<file path="src/rtl/wshp_pkg.sv">
// wshp_pkg: types, codes and helper functions for the websocket header parser
// no dependencies; used by every other file of the block but the two interfaces

package wshp_pkg;

    typedef enum logic [1:0] {
        ST_OK         = 2'd0,
        ST_INCOMPLETE = 2'd1,
        ST_PROTOCOL   = 2'd2
    } status_t;

    localparam logic [7:0] FIN_MASK     = 8'h80;
    localparam logic [7:0] OPCODE_MASK  = 8'h0F;
    localparam logic [7:0] LEN_MASK     = 8'h7F;
    localparam logic [6:0] LEN_MAX_7BIT = 7'd125;
    localparam logic [6:0] LEN_CODE_16  = 7'd126;
    localparam logic [6:0] LEN_CODE_64  = 7'd127;
    localparam logic [3:0] RSV_LO_A     = 4'h3;
    localparam logic [3:0] RSV_HI_A     = 4'h7;
    localparam logic [3:0] RSV_LO_B     = 4'hB;
    localparam logic [3:0] RSV_HI_B     = 4'hF;
    localparam logic [3:0] CONTROL_MIN  = 4'h8;
    localparam logic [3:0] BASE_HDR     = 4'd2;
    localparam logic [3:0] EXT_16_BYTES = 4'd2;
    localparam logic [3:0] EXT_64_BYTES = 4'd8;
    localparam logic [3:0] KEY_BYTES    = 4'd4;
    localparam logic [63:0] CTRL_LEN_MAX = 64'd125;

    typedef struct packed {
        logic [7:0] data_byte;
        logic       end_of_buffer;
    } beat_t;

    typedef struct packed {
        status_t     status;
        logic        fin_flag;
        logic [3:0]  frame_opcode;
        logic        masked_flag;
        logic [63:0] payload_length;
        logic [31:0] key_word;
        logic [3:0]  hdr_len;
    } result_t;

    typedef struct packed {
        logic take;
        logic emit;
    } dec_ctl_t;

    function automatic logic opcode_reserved(input logic [3:0] op);
        opcode_reserved = (op inside {[RSV_LO_A:RSV_HI_A], [RSV_LO_B:RSV_HI_B]});
    endfunction

    function automatic logic [3:0] ext_bytes(input logic [7:0] code_byte);
        logic [6:0] code;
        code = code_byte[6:0];
        case (code)
            LEN_CODE_16: ext_bytes = EXT_16_BYTES;
            LEN_CODE_64: ext_bytes = EXT_64_BYTES;
            default:     ext_bytes = 4'd0;
        endcase
    endfunction

    function automatic logic [3:0] header_total(input logic [7:0] code_byte);
        header_total = BASE_HDR + ext_bytes(code_byte)
                     + (code_byte[7] ? KEY_BYTES : 4'd0);
    endfunction

endpackage

</file>
<file path="src/rtl/wshp_byte_if.sv">
// wshp_byte_if: valid/ready channel carrying one buffer byte per beat
// no dependencies

interface wshp_byte_if;
    logic       valid;
    logic       ready;
    logic [7:0] data_byte;
    logic       end_of_buffer;

    modport source (output valid, output data_byte, output end_of_buffer, input ready);
    modport sink   (input valid, input data_byte, input end_of_buffer, output ready);
endinterface

</file>
<file path="src/rtl/wshp_hdr_if.sv">
// wshp_hdr_if: valid/ready channel carrying one decoded header result per beat
// no dependencies

interface wshp_hdr_if;
    logic        valid;
    logic        ready;
    logic [1:0]  status;
    logic        fin_flag;
    logic [3:0]  frame_opcode;
    logic        masked_flag;
    logic [63:0] payload_length;
    logic [31:0] key_word;
    logic [3:0]  hdr_len;

    modport source (output valid, output status, output fin_flag, output frame_opcode,
                    output masked_flag, output payload_length, output key_word,
                    output hdr_len, input ready);
    modport sink   (input valid, input status, input fin_flag, input frame_opcode,
                    input masked_flag, input payload_length, input key_word,
                    input hdr_len, output ready);
endinterface

</file>
<file path="src/rtl/wshp_in_stage.sv">
// wshp_in_stage: input register holding one byte beat for the decoder
// depends on wshp_pkg and wshp_byte_if

module wshp_in_stage (
    input  logic               clk,
    input  logic               rst_n,
    wshp_byte_if.sink          bytes,
    input  wshp_pkg::dec_ctl_t ctl,
    output logic               beat_valid,
    output wshp_pkg::beat_t    beat
);

    logic            valid_reg;
    logic            valid_next;
    wshp_pkg::beat_t beat_reg;
    logic            accept;

    assign bytes.ready = !valid_reg || ctl.take;
    assign accept      = bytes.valid && bytes.ready;

    always_comb
    begin
        valid_next = valid_reg;
        if (accept)
        begin
            valid_next = 1'b1;
        end
        else if (ctl.take)
        begin
            valid_next = 1'b0;
        end
    end

    always_ff @(posedge clk or negedge rst_n)
    begin
        if (!rst_n)
        begin
            valid_reg <= 1'b0;
        end
        else
        begin
            valid_reg <= valid_next;
        end
    end

    always_ff @(posedge clk)
    begin
        if (accept)
        begin
            beat_reg.data_byte     <= bytes.data_byte;
            beat_reg.end_of_buffer <= bytes.end_of_buffer;
        end
    end

    assign beat_valid = valid_reg;
    assign beat       = beat_reg;

endmodule

</file>
<file path="src/rtl/wshp_decode.sv">
// wshp_decode: header parse state and single-pass decode of the registered byte
// depends on wshp_pkg

module wshp_decode (
    input  logic               clk,
    input  logic               rst_n,
    input  logic               beat_valid,
    input  wshp_pkg::beat_t    beat,
    input  logic               out_free,
    output wshp_pkg::dec_ctl_t ctl,
    output wshp_pkg::result_t  res
);

    logic [3:0]  pos_reg;
    logic [3:0]  pos_next;
    logic        drain_reg;
    logic        drain_next;
    logic [7:0]  first_reg;
    logic [7:0]  first_next;
    logic [7:0]  code_reg;
    logic [7:0]  code_next;
    logic [63:0] len_reg;
    logic [63:0] len_next;
    logic [31:0] key_reg;
    logic [31:0] key_next;

    logic           emit;
    logic           fin_end;
    wshp_pkg::status_t st;
    logic [3:0]     total;
    logic [4:0]     pos_inc;
    logic           is_ctrl;
    logic [7:0]     b;
    logic           e;

    assign b = beat.data_byte;
    assign e = beat.end_of_buffer;

    always_comb
    begin
        pos_next   = pos_reg;
        drain_next = drain_reg;
        first_next = first_reg;
        code_next  = code_reg;
        len_next   = len_reg;
        key_next   = key_reg;
        emit       = 1'b0;
        fin_end    = 1'b0;
        st         = wshp_pkg::ST_OK;
        total      = 4'd0;
        pos_inc    = {1'b0, pos_reg} + 5'd1;
        is_ctrl    = 1'b0;

        if (drain_reg)
        begin
            if (e)
            begin
                drain_next = 1'b0;
                pos_next   = 4'd0;
            end
        end
        else if (pos_reg == 4'd0)
        begin
            first_next = b;
            code_next  = 8'd0;
            len_next   = 64'd0;
            key_next   = 32'd0;
            pos_next   = 4'd1;
            if (e)
            begin
                emit    = 1'b1;
                fin_end = 1'b1;
                st      = wshp_pkg::ST_INCOMPLETE;
            end
        end
        else if (pos_reg == 4'd1 && wshp_pkg::opcode_reserved(first_reg[3:0]))
        begin
            code_next = b;
            emit      = 1'b1;
            fin_end   = 1'b1;
            st        = wshp_pkg::ST_PROTOCOL;
        end
        else
        begin
            if (pos_reg == 4'd1)
            begin
                code_next = b;
                len_next  = ((b & wshp_pkg::LEN_MASK) <= {1'b0, wshp_pkg::LEN_MAX_7BIT})
                          ? {56'd0, b & wshp_pkg::LEN_MASK} : 64'd0;
            end
            else if ({1'b0, pos_reg} < {1'b0, wshp_pkg::BASE_HDR}
                                       + {1'b0, wshp_pkg::ext_bytes(code_reg)})
            begin
                len_next = {len_reg[55:0], b};
            end
            else
            begin
                key_next = {key_reg[23:0], b};
            end

            total   = wshp_pkg::header_total(code_next);
            is_ctrl = ((first_reg & wshp_pkg::OPCODE_MASK) >= {4'd0, wshp_pkg::CONTROL_MIN});
            if (pos_inc >= {1'b0, total})
            begin
                emit    = 1'b1;
                fin_end = 1'b1;
                if (is_ctrl && (len_next > wshp_pkg::CTRL_LEN_MAX
                                || (first_reg & wshp_pkg::FIN_MASK) == 8'd0))
                begin
                    st = wshp_pkg::ST_PROTOCOL;
                end
                else
                begin
                    st = wshp_pkg::ST_OK;
                end
            end
            else
            begin
                pos_next = pos_inc[3:0];
                if (e)
                begin
                    emit    = 1'b1;
                    fin_end = 1'b1;
                    st      = wshp_pkg::ST_INCOMPLETE;
                end
            end
        end

        // result closes the buffer or starts the skip to the end flag
        if (fin_end)
        begin
            if (e)
            begin
                pos_next   = 4'd0;
                drain_next = 1'b0;
            end
            else
            begin
                drain_next = 1'b1;
            end
        end
    end

    always_comb
    begin
        res.status         = st;
        res.fin_flag       = first_next[7];
        res.frame_opcode   = first_next[3:0];
        res.masked_flag    = code_next[7];
        res.payload_length = 64'd0;
        res.key_word       = 32'd0;
        res.hdr_len        = 4'd0;
        if (st == wshp_pkg::ST_OK)
        begin
            res.payload_length = len_next;
            res.key_word       = code_next[7] ? key_next : 32'd0;
            res.hdr_len        = wshp_pkg::header_total(code_next);
        end
    end

    assign ctl.emit = beat_valid && emit;
    assign ctl.take = beat_valid && (!emit || out_free);

    always_ff @(posedge clk or negedge rst_n)
    begin
        if (!rst_n)
        begin
            pos_reg   <= 4'd0;
            drain_reg <= 1'b0;
        end
        else if (ctl.take)
        begin
            pos_reg   <= pos_next;
            drain_reg <= drain_next;
        end
    end

    always_ff @(posedge clk)
    begin
        if (ctl.take)
        begin
            first_reg <= first_next;
            code_reg  <= code_next;
            len_reg   <= len_next;
            key_reg   <= key_next;
        end
    end

endmodule

</file>
<file path="src/rtl/wshp_out_stage.sv">
// wshp_out_stage: result register driving the header result channel
// depends on wshp_pkg and wshp_hdr_if

module wshp_out_stage (
    input  logic               clk,
    input  logic               rst_n,
    input  wshp_pkg::dec_ctl_t ctl,
    input  wshp_pkg::result_t  res,
    output logic               out_free,
    wshp_hdr_if.source         result
);

    logic              valid_reg;
    logic              valid_next;
    wshp_pkg::result_t res_reg;
    logic              load;

    assign out_free = !valid_reg || result.ready;
    assign load     = ctl.take && ctl.emit;

    always_comb
    begin
        valid_next = valid_reg;
        if (load)
        begin
            valid_next = 1'b1;
        end
        else if (result.ready)
        begin
            valid_next = 1'b0;
        end
    end

    always_ff @(posedge clk or negedge rst_n)
    begin
        if (!rst_n)
        begin
            valid_reg <= 1'b0;
        end
        else
        begin
            valid_reg <= valid_next;
        end
    end

    always_ff @(posedge clk)
    begin
        if (load)
        begin
            res_reg <= res;
        end
    end

    assign result.valid          = valid_reg;
    assign result.status         = res_reg.status;
    assign result.fin_flag       = res_reg.fin_flag;
    assign result.frame_opcode   = res_reg.frame_opcode;
    assign result.masked_flag    = res_reg.masked_flag;
    assign result.payload_length = res_reg.payload_length;
    assign result.key_word       = res_reg.key_word;
    assign result.hdr_len        = res_reg.hdr_len;

endmodule

</file>
<file path="src/rtl/websocket_header_parser.sv">
// websocket_header_parser: top level of the websocket frame header decoder
// depends on wshp_pkg, wshp_byte_if, wshp_hdr_if, wshp_in_stage, wshp_decode,
// wshp_out_stage
//
//   channel   direction  beat
//   bytes     in         one buffer byte with its end-of-buffer flag
//   result    out        one decoded header per buffer
//
// one byte per cycle unless a full result register stalls; a byte sits in the
// input register and its decode is registered into the result register when
// the decoder takes it, so a result is valid once its last byte is taken
// throughput is set by the single decode stage between the two registers
// reset clears the valid flags and parse position; no clearing pass
// a full result register stalls only a byte that would produce a new result

module websocket_header_parser (
    input  logic        clk,
    input  logic        rst_n,
    wshp_byte_if.sink   bytes,
    wshp_hdr_if.source  result
);

    wshp_pkg::dec_ctl_t ctl;
    wshp_pkg::beat_t    beat;
    wshp_pkg::result_t  res;
    logic               beat_valid;
    logic               out_free;

    wshp_in_stage u_in (
        .clk        (clk),
        .rst_n      (rst_n),
        .bytes      (bytes),
        .ctl        (ctl),
        .beat_valid (beat_valid),
        .beat       (beat)
    );

    wshp_decode u_dec (
        .clk        (clk),
        .rst_n      (rst_n),
        .beat_valid (beat_valid),
        .beat       (beat),
        .out_free   (out_free),
        .ctl        (ctl),
        .res        (res)
    );

    wshp_out_stage u_out (
        .clk      (clk),
        .rst_n    (rst_n),
        .ctl      (ctl),
        .res      (res),
        .out_free (out_free),
        .result   (result)
    );

`ifndef SYNTHESIS
    a_emit_has_room: assert property (@(posedge clk) disable iff (!rst_n)
        (ctl.take && ctl.emit) |-> out_free)
        else $error("result loaded into a busy result register");

    a_ok_size: assert property (@(posedge clk) disable iff (!rst_n)
        (result.valid && result.status == wshp_pkg::ST_OK)
            |-> (result.hdr_len >= 4'd2 && result.hdr_len <= 4'd14))
        else $error("ok header with impossible size");

    a_err_clear: assert property (@(posedge clk) disable iff (!rst_n)
        (result.valid && result.status != wshp_pkg::ST_OK)
            |-> (result.payload_length == 64'd0 && result.key_word == 32'd0
                 && result.hdr_len == 4'd0))
        else $error("failed header carries length, key or size");

    a_take_needs_beat: assert property (@(posedge clk) disable iff (!rst_n)
        ctl.take |-> beat_valid)
        else $error("decoder consumed an empty input register");
`endif

endmodule

</file>
<file path="src/flat_wrapper.sv">
// flat-port wrapper written by rule: the top's interface ports become plain ports
module websocket_header_parser_flat 
  (clk, rst_n, bytes_valid, bytes_data_byte, bytes_end_of_buffer, bytes_ready, result_valid, result_status, result_fin_flag, result_frame_opcode, result_masked_flag, result_payload_length, result_key_word, result_hdr_len, result_ready);
  wshp_byte_if bytes_i ();
  wshp_hdr_if result_i ();
  input  logic clk;
  input  logic rst_n;
  input wire logic [$bits(bytes_i.valid)-1:0] bytes_valid;
  input wire logic [$bits(bytes_i.data_byte)-1:0] bytes_data_byte;
  input wire logic [$bits(bytes_i.end_of_buffer)-1:0] bytes_end_of_buffer;
  output wire logic [$bits(bytes_i.ready)-1:0] bytes_ready;
  output wire logic [$bits(result_i.valid)-1:0] result_valid;
  output wire logic [$bits(result_i.status)-1:0] result_status;
  output wire logic [$bits(result_i.fin_flag)-1:0] result_fin_flag;
  output wire logic [$bits(result_i.frame_opcode)-1:0] result_frame_opcode;
  output wire logic [$bits(result_i.masked_flag)-1:0] result_masked_flag;
  output wire logic [$bits(result_i.payload_length)-1:0] result_payload_length;
  output wire logic [$bits(result_i.key_word)-1:0] result_key_word;
  output wire logic [$bits(result_i.hdr_len)-1:0] result_hdr_len;
  input wire logic [$bits(result_i.ready)-1:0] result_ready;
  assign bytes_i.valid = bytes_valid;
  assign bytes_i.data_byte = bytes_data_byte;
  assign bytes_i.end_of_buffer = bytes_end_of_buffer;
  assign bytes_ready = bytes_i.ready;
  assign result_valid = result_i.valid;
  assign result_status = result_i.status;
  assign result_fin_flag = result_i.fin_flag;
  assign result_frame_opcode = result_i.frame_opcode;
  assign result_masked_flag = result_i.masked_flag;
  assign result_payload_length = result_i.payload_length;
  assign result_key_word = result_i.key_word;
  assign result_hdr_len = result_i.hdr_len;
  assign result_i.ready = result_ready;
  websocket_header_parser u_core (.clk(clk), .rst_n(rst_n), .bytes(bytes_i), .result(result_i));
endmodule
</file>
<file path="config.mk">
export PLATFORM = sky130hd
export DESIGN_NAME = websocket_header_parser_flat
export DESIGN_NICKNAME = d
export VERILOG_FILES = /design/src/rtl/wshp_pkg.sv /design/src/rtl/wshp_byte_if.sv /design/src/rtl/wshp_hdr_if.sv /design/src/rtl/wshp_in_stage.sv /design/src/rtl/wshp_decode.sv /design/src/rtl/wshp_out_stage.sv /design/src/rtl/websocket_header_parser.sv /design/src/flat_wrapper.sv
export SDC_FILE = /design/constraint.sdc
export NUM_CORES = 1
export LEC_CHECK = 0
export ABC_AREA = 1
export BUFFER_PORTS_ARGS = -buffer_cell sky130_fd_sc_hd__buf_2
export CORE_MARGIN = 1
export CORE_UTILIZATION = 45
export CTS_CLUSTER_DIAMETER = 100
export DETAILED_ROUTE_END_ITERATION = 10
export SKIP_LAST_GASP = 1
export SYNTH_ARGS = -nofsm -noshare
export SYNTH_HDL_FRONTEND = slang
export SYNTH_HIERARCHICAL = 1
export SYNTH_SLANG_ARGS = --single-unit
</file>
<file path="constraint.sdc">
create_clock -name clk -period 17.9 [get_ports clk]
set_clock_uncertainty 0.15 [all_clocks]
set_input_delay 2.685 -clock clk [delete_from_list [all_inputs] [get_ports clk]]
set_output_delay 2.685 -clock clk [all_outputs]
set_load 0.02 [all_outputs]
</file>
==> out/results.txt, run 1 <==
Status - completed
GRT Resource Usage Total - 22.34%
DR top layer - met4
Die X - 164.7 um
Inserted Diodes - 0
Post-synthesis compound-gate area fraction - 12.93%
Number of global-route vias before repair - 8,901
Cells after Synth - 1,301
Setup crit end kind - primary output
Most used DFF post-synth - edfxtp_1
WS Path Type - reg2out
Hold wc startpoint - u_core/u_out/result.valid
WL final - 29,870 um
Finished Layout Cells - 1,737
ANT nets after route - 0
Post-synthesis mux area share - 0.09458%
DRT Pass-1 Iters - 6
# clock sinks - 233
RSZ-0062 raised after global routing - no
FMAX - 0.1296 GHz
Crit start category - flip-flop
CTS resizes - 0
Period utilization - 43.11%
Slew HR - 25.62%
Cell Area, Synth - 11,910 um^2
Final hold viol count - 0
WHS Endpoint - u_core/u_out/result.valid
Met2 wire length - 12,840 um
Via density - 5.408
Ys Warns - 6
Wl on met1 - 14,260 um
CTS tree - done
Clock Latency Late Sink - 530 ps
Max incr delay on CP - 620 ps
Setup total negative slack - 0 ps
Final setup viols - 0
Largest net degree at the start of global routing - 95
Initial Utilization - 45.82%
First-pass GRT wire length - 47,360 um
Critical path's slowest cell - buf_4
R2R Path End - u_core/u_out/result.key_word[6]
Initial antenna violation count - 0
Critical Path Most Common Cell - nand2_1
# port buffers - 122
Number of synthesized register bits - 233
R2R Path Start - u_core/u_dec/pos_reg[1]
Worst Hold Class - reg2reg
Commonest non-fill, non-tap cells in the layout - edfxtp_1, nand2_1, inv_1
Root Driver - clkbuf_16
DRT iter0 DRCs - 874
Max-slew violation count - 0
# rows - 59
H-tree depth - 1
Residual DRC - 0
Wire per inst - 17.19 um
R2R Setup Slk - 11,180 ps
Routability congestion estimate - 0.8581
Num CTS Buffers - 25
Final #Nets - 1,407
CTS max path bufs - 3
Placement Setup Slack - 10,850 ps
Post-synthesis sequential area ratio - 58.47%
CTS Hold Bufs - 0
Worst-Margin Slew - 1116 ps
Max Cap Violations - 0
Post-synth EDFFs - 226
Hold Path Cell Cnt - 2
Fin crit period - 7717 ps
CORE AREA - 25,980 um^2
Synthesized Nets - 1,324
Ratio of cells with drive above 1 in the final layout - 14.41%
Die height - 164.7 um
Worst R2R Path Depth - 28
Mean Syn Cell Area - 9.152 um^2
Clk pin slew, worst setup/hold paths - 60 ps
Die ar. - 27,110 um^2
Simple-gate portion of the synthesized area - 18.58%
GRT overflow - 0
Post-synth ARST share - 3.004%
Largest family of logic cells by synthesized area - simple AND/OR/NAND/NOR gates
Critical path arrival - 4880 ps
Yosys cell types - 34
DPL Wire Length - 19,070 um
Critical path required time - 15,070 ps
Via Count - 9,394
CP max FO - 76
Setup bufs post-CTS - 0
Met3 Wirelength - 2063 um
Inst Count DP - 1,692
Synth Area in Adders - 1.051%
Setup ws final - 10,180 ps
Final core occ - 52.18%
# IOs - 123
Area growth, synth to finish - 13.88%
Xor-xnor portion of the synthesized cell area - 0.3678%
Commonest non-fill, non-tap cell in the layout - edfxtp_1
## synthesized netlist by cell type, types with 3 or more instances
library cell  count  share of area (%)
a21oi_1          42                1.8
a22oi_1          28                1.8
buf_1            13               0.41
buf_2            18               0.76
buf_4             4               0.25
buf_6             4               0.38
clkbuf_1         42                1.3
dfrtp_1           7                1.5
edfxtp_1        226                 57
ha_1             10                1.1
inv_1           167                5.3
nand2_1         224                7.1
nand2_2           5               0.26
nand3_1         124                5.2
nor2_1          161                5.1
nor2_2           10               0.53
nor3_1            4               0.17
o211ai_1          9               0.57
o21a_1           37                2.3
o21ai_0         141                5.9
o22ai_1           6               0.32
xor2_1            3               0.22
## metrics by stage
stage | hold slack (ps) | instance area (um^2)
detailed placement | 347.8 | 12710
floorplan | 380.5 | 11910
finish | 356.9 | 13560
CTS | 362.4 | 13560
global route | 398.8 | 13560
global placement | 345.6 | 12710
## worst max-delay path, delay by kind of cell, from the launching register on
family,cells,cell delay (ps)
compound gates,4,590
buf+inv,8,1480
fa+ha+maj,3,660
simple gates,12,1170
flops,1,370
## worst max path at each step
| stage | depth (start not counted) | startpoint | endpoint |
|---|---|---|---|
| after floorplan | 24 | u_core/u_dec/pos_reg[0] | bytes_ready |
| after global placement | 26 | u_core/u_dec/pos_reg[0] | bytes_ready |
| after detailed placement | 27 | u_core/u_dec/pos_reg[1] | bytes_ready |
| after CTS | 27 | u_core/u_dec/pos_reg[1] | bytes_ready |
| after global routing | 27 | u_core/u_dec/pos_reg[1] | bytes_ready |
| final | 27 | u_core/u_dec/pos_reg[1] | bytes_ready |
## area by class of cell
cell class                      count  area [um^2]
Fill cell                        2470        12430
Timing Repair Buffer              137        723.2
Inverter                          170        640.6
Clock buffer                       27        633.1
Tap cell                          335        419.2
Sequential cell                   233         6963
Multi-Input combinational cell    817         3961
Clock inverter                     18        219.0
## cell families (layout without fill, tap and decap cells)
logic type | Yosys count | in the layout
other cells | 1 | 1
flops | 233 | 233
fa+ha+maj | 10 | 10
compound gates | 267 | 267
buf+inv | 251 | 352
mux | 1 | 1
simple gates | 533 | 533
xor+xnor | 5 | 5
## metal layers
| metal | GRT usage (%) | vias to the layer above |
|---|---|---|
| li1 | - | 4560 |
| met3 | 2.938 | 53 |
| met5 | 0 | - |
| met2 | 33.73 | 356 |
| met1 | 33.50 | 4425 |
| met4 | 6.380 | 0 |
Power of run 1 is left out: the tool's default activity adds up to more than one toggle a clock period on the data nets, which glitch-free logic cannot reach.
==> run 2, diff against run 1 <==
- ABC_AREA: 1 -> 0
- clock period: 17.9 -> 8 ns (I/O delays scaled with it)
==> out/results.txt, run 2 <==
Period utilization - 75.40%
# port buffers - 122 (unchanged)
Slew HR - 24.96% (was 25.62%)
Worst-Margin Slew - 1126 ps (was 1116 ps)
Residual DRC - 0 (unchanged)
Setup bufs post-CTS - 0 (unchanged)
H-tree depth - 1 (unchanged)
Post-synthesis sequential area ratio - 65.85% (was 58.47%)
Via Count - 6,784 (was 9,394)
# rows - 55 (was 59)
R2R Path Start - u_core/u_dec/pos_reg[1] (unchanged)
Commonest non-fill, non-tap cell in the layout - edfxtp_1 (unchanged)
Crit path launch - u_core/u_dec/pos_reg[1] (unchanged)
Synthesized Nets - 850 (was 1,324)
Inserted Diodes - 0 (unchanged)
R2R Setup Slk - 2220 ps (was 11,180 ps)
First-pass GRT wire length - 36,600 um (was 47,360 um)
Fin crit period - 6032 ps
CTS resizes - 0 (unchanged)
Area share of the largest cell type after synthesis - 64.20% (was 57.00%)
Critical path arrival - 4680 ps (was 4880 ps)
Status - completed (unchanged)
Largest net degree at the start of global routing - 72 (was 95)
WS Path Type - reg2out (unchanged)
Initial Utilization - 46.27% (was 45.82%)
Setup crit end kind - primary output (unchanged)
CORE AREA - 22,850 um^2 (was 25,980 um^2)
Wire per inst - 18.36 um (was 17.19 um)
DPL Wire Length - 14,980 um (was 19,070 um)
Setup total negative slack - 0 ps (unchanged)
R2R Path End - u_core/u_out/result.payload_length[39] (was u_core/u_out/result.key_word[6])
Most frequent cells after synthesis - edfxtp_1, nand2_1, inv_1, nor2_1, o22ai_1 (was edfxtp_1, nand2_1, inv_1)
Clock Latency Late Sink - 520 ps (was 530 ps)
GRT overflow - 0 (unchanged)
Die X - 155.3 um (was 164.7 um)
Most used DFF post-synth - edfxtp_1 (unchanged)
Cells after Synth - 827 (was 1,301)
ANT nets after route - 0 (unchanged)
# IOs - 123 (unchanged)
Num CTS Buffers - 25 (unchanged)
Mean Syn Cell Area - 12.78 um^2 (was 9.152 um^2)
Critical path required time - 6650 ps (was 15,070 ps)
CTS max path bufs - 3 (unchanged)
Setup ws final - 1968 ps (was 10,180 ps)
Area growth, synth to finish - 15.48% (was 13.88%)
CP max FO - 44 (was 76)
Cell Area, Synth - 10,570 um^2 (was 11,910 um^2)
RSZ-0062 raised after global routing - no (unchanged)
Post-synth ARST share - 3.004% (unchanged)
CTS Hold Bufs - 0 (unchanged)
Largest cells by area after synthesis - edfxtp_1, nor3b_2, nand2_1, o22ai_1, a22o_1 (was edfxtp_1, nand2_1, o21ai_0, inv_1, nand3_1)
Yosys cell types - 60 (was 34)
Routability congestion estimate - 0.8425 (was 0.8581)
Commonest non-fill, non-tap cells in the layout - edfxtp_1, nand2_1, buf_2 (was edfxtp_1, nand2_1, inv_1)
Root Driver - clkbuf_16 (unchanged)
Die ar. - 24,110 um^2 (was 27,110 um^2)
Initial antenna violation count - 0 (unchanged)
Worst Setup EP - bytes_ready (unchanged)
Final core occ - 53.43% (was 52.18%)
Ys Warns - 6 (unchanged)
Final setup viols - 0 (unchanged)
DRT iter0 DRCs - 638 (was 874)
CTS tree - done (unchanged)
Final #Nets - 957 (was 1,407)
Via density - 5.359 (was 5.408)
Clk pin slew, worst setup/hold paths - 50 ps (was 60 ps)
Number of global-route vias before repair - 6,604 (was 8,901)
Final hold viol count - 0 (unchanged)
WL final - 23,240 um (was 29,870 um)
Count leader, synth - edfxtp_1 (unchanged)
FMAX - 0.1658 GHz
DRT Pass-1 Iters - 5 (was 6)
Max Cap Violations - 0 (unchanged)
WHS - 365.3 ps (was 356.9 ps)
Max-slew violation count - 0 (unchanged)
Worst Hold Class - in2async (was reg2reg)
# clock sinks - 233 (unchanged)
Post-synth EDFFs - 226 (unchanged)
Fill cells - 1,994 (was 2,470)
Crit start category - flip-flop (unchanged)
Number of synthesized register bits - 233 (unchanged)
Worst R2R Path Depth - 15 (was 28)
Placement Setup Slack - 2129 ps (was 10,850 ps)
Die height - 155.3 um (was 164.7 um)
GRT Resource Usage Total - 19.39% (was 22.34%)
Ratio of cells with drive above 1 in the final layout - 24.97% (was 14.41%)
Cell taking the most area after synthesis - edfxtp_1 (unchanged)
[run 2: changes by cell type after synthesis, sizes merged, moves of 31 or more]
| cell | delta |
|---|---|
| inv | -101 |
| nor3b | +41 |
| o21ai | -129 |
| a21oi | -31 |
| nor2 | -103 |
| nand2 | -94 |
| a22o | +43 |
| o22ai | +53 |
| nand3 | -116 |
| o21a | -34 |
[run 2: worst min-delay path by stage]
stage / startpoint / end / slack (ps) / depth (start not counted)
4_1_cts: rst_n / u_core/u_dec/pos_reg[0] / 350 / 1
6_report: rst_n / u_core/u_dec/pos_reg[0] / 370 / 1
3_3_place_gp: u_core/u_out/result.valid / u_core/u_out/result.valid / 390 / 2
2_1_floorplan: u_core/u_dec/key_reg[24] / u_core/u_dec/key_reg[24] / 380 / 1
3_5_place_dp: u_core/u_out/result.valid / u_core/u_out/result.valid / 390 / 2
5_1_grt: rst_n / u_core/u_out/result.valid / 350 / 1
[run 2: kinds of logic (layout without fill, tap and decap cells)]
logic type      after synthesis  after routing  synth area share, %
fa+ha+maj                    10             10                1.184
flops                       233            233                65.85
mux                           5              5               0.5207
buf+inv                     119            245                5.551
simple gates                305            305                16.20
compound gates              150            150                10.32
other cells                   1              1              0.03547
xor+xnor                      4              4               0.3315
[run 2: layout make-up]
| class | count | area [um^2] | area share [%] |
|---|---|---|---|
| flip-flops and latches | 233 | 6962 | 57.03 |
| repair buffers | 131 | 678.2 | 5.555 |
| inverters | 68 | 264.0 | 2.163 |
| clock buffers | 31 | 648.1 | 5.309 |
| multi-input cells | 475 | 3034 | 24.85 |
| clock inverters | 15 | 230.2 | 1.886 |
| well taps | 313 | 391.6 | 3.208 |
[run 2: per-stage QoR]
stage,cell area (um^2),instances
2_1_floorplan,10580,827
3_3_place_gp,11330,1220
3_5_place_dp,11330,1220
4_1_cts,12210,1266
5_1_grt,12210,1266
6_report,12210,1266
[run 2: routing by layer]
metal,GRT usage (%),share of wire [%],vias up
met5,0,0,-
met4,4.995,1.6,0
met3,2.646,5.0,34
met2,31.15,48,199
met1,27.88,46,3296
li1,-,-,3255
[run 2: worst max-delay path: stages (launching register included)]
cell       delay, ps
dfrtp_1          410
inv_1            110
ha_1             220
or3b_1           430
or3_1            370
o21ai_0          140
ha_1             230
xnor2_1          130
ha_1             300
o211a_1          170
a2111oi_4        480
a21oi_1          280
inv_4            480
nand2b_4         250
buf_2            160
Power of run 2 is left out for the same reason.
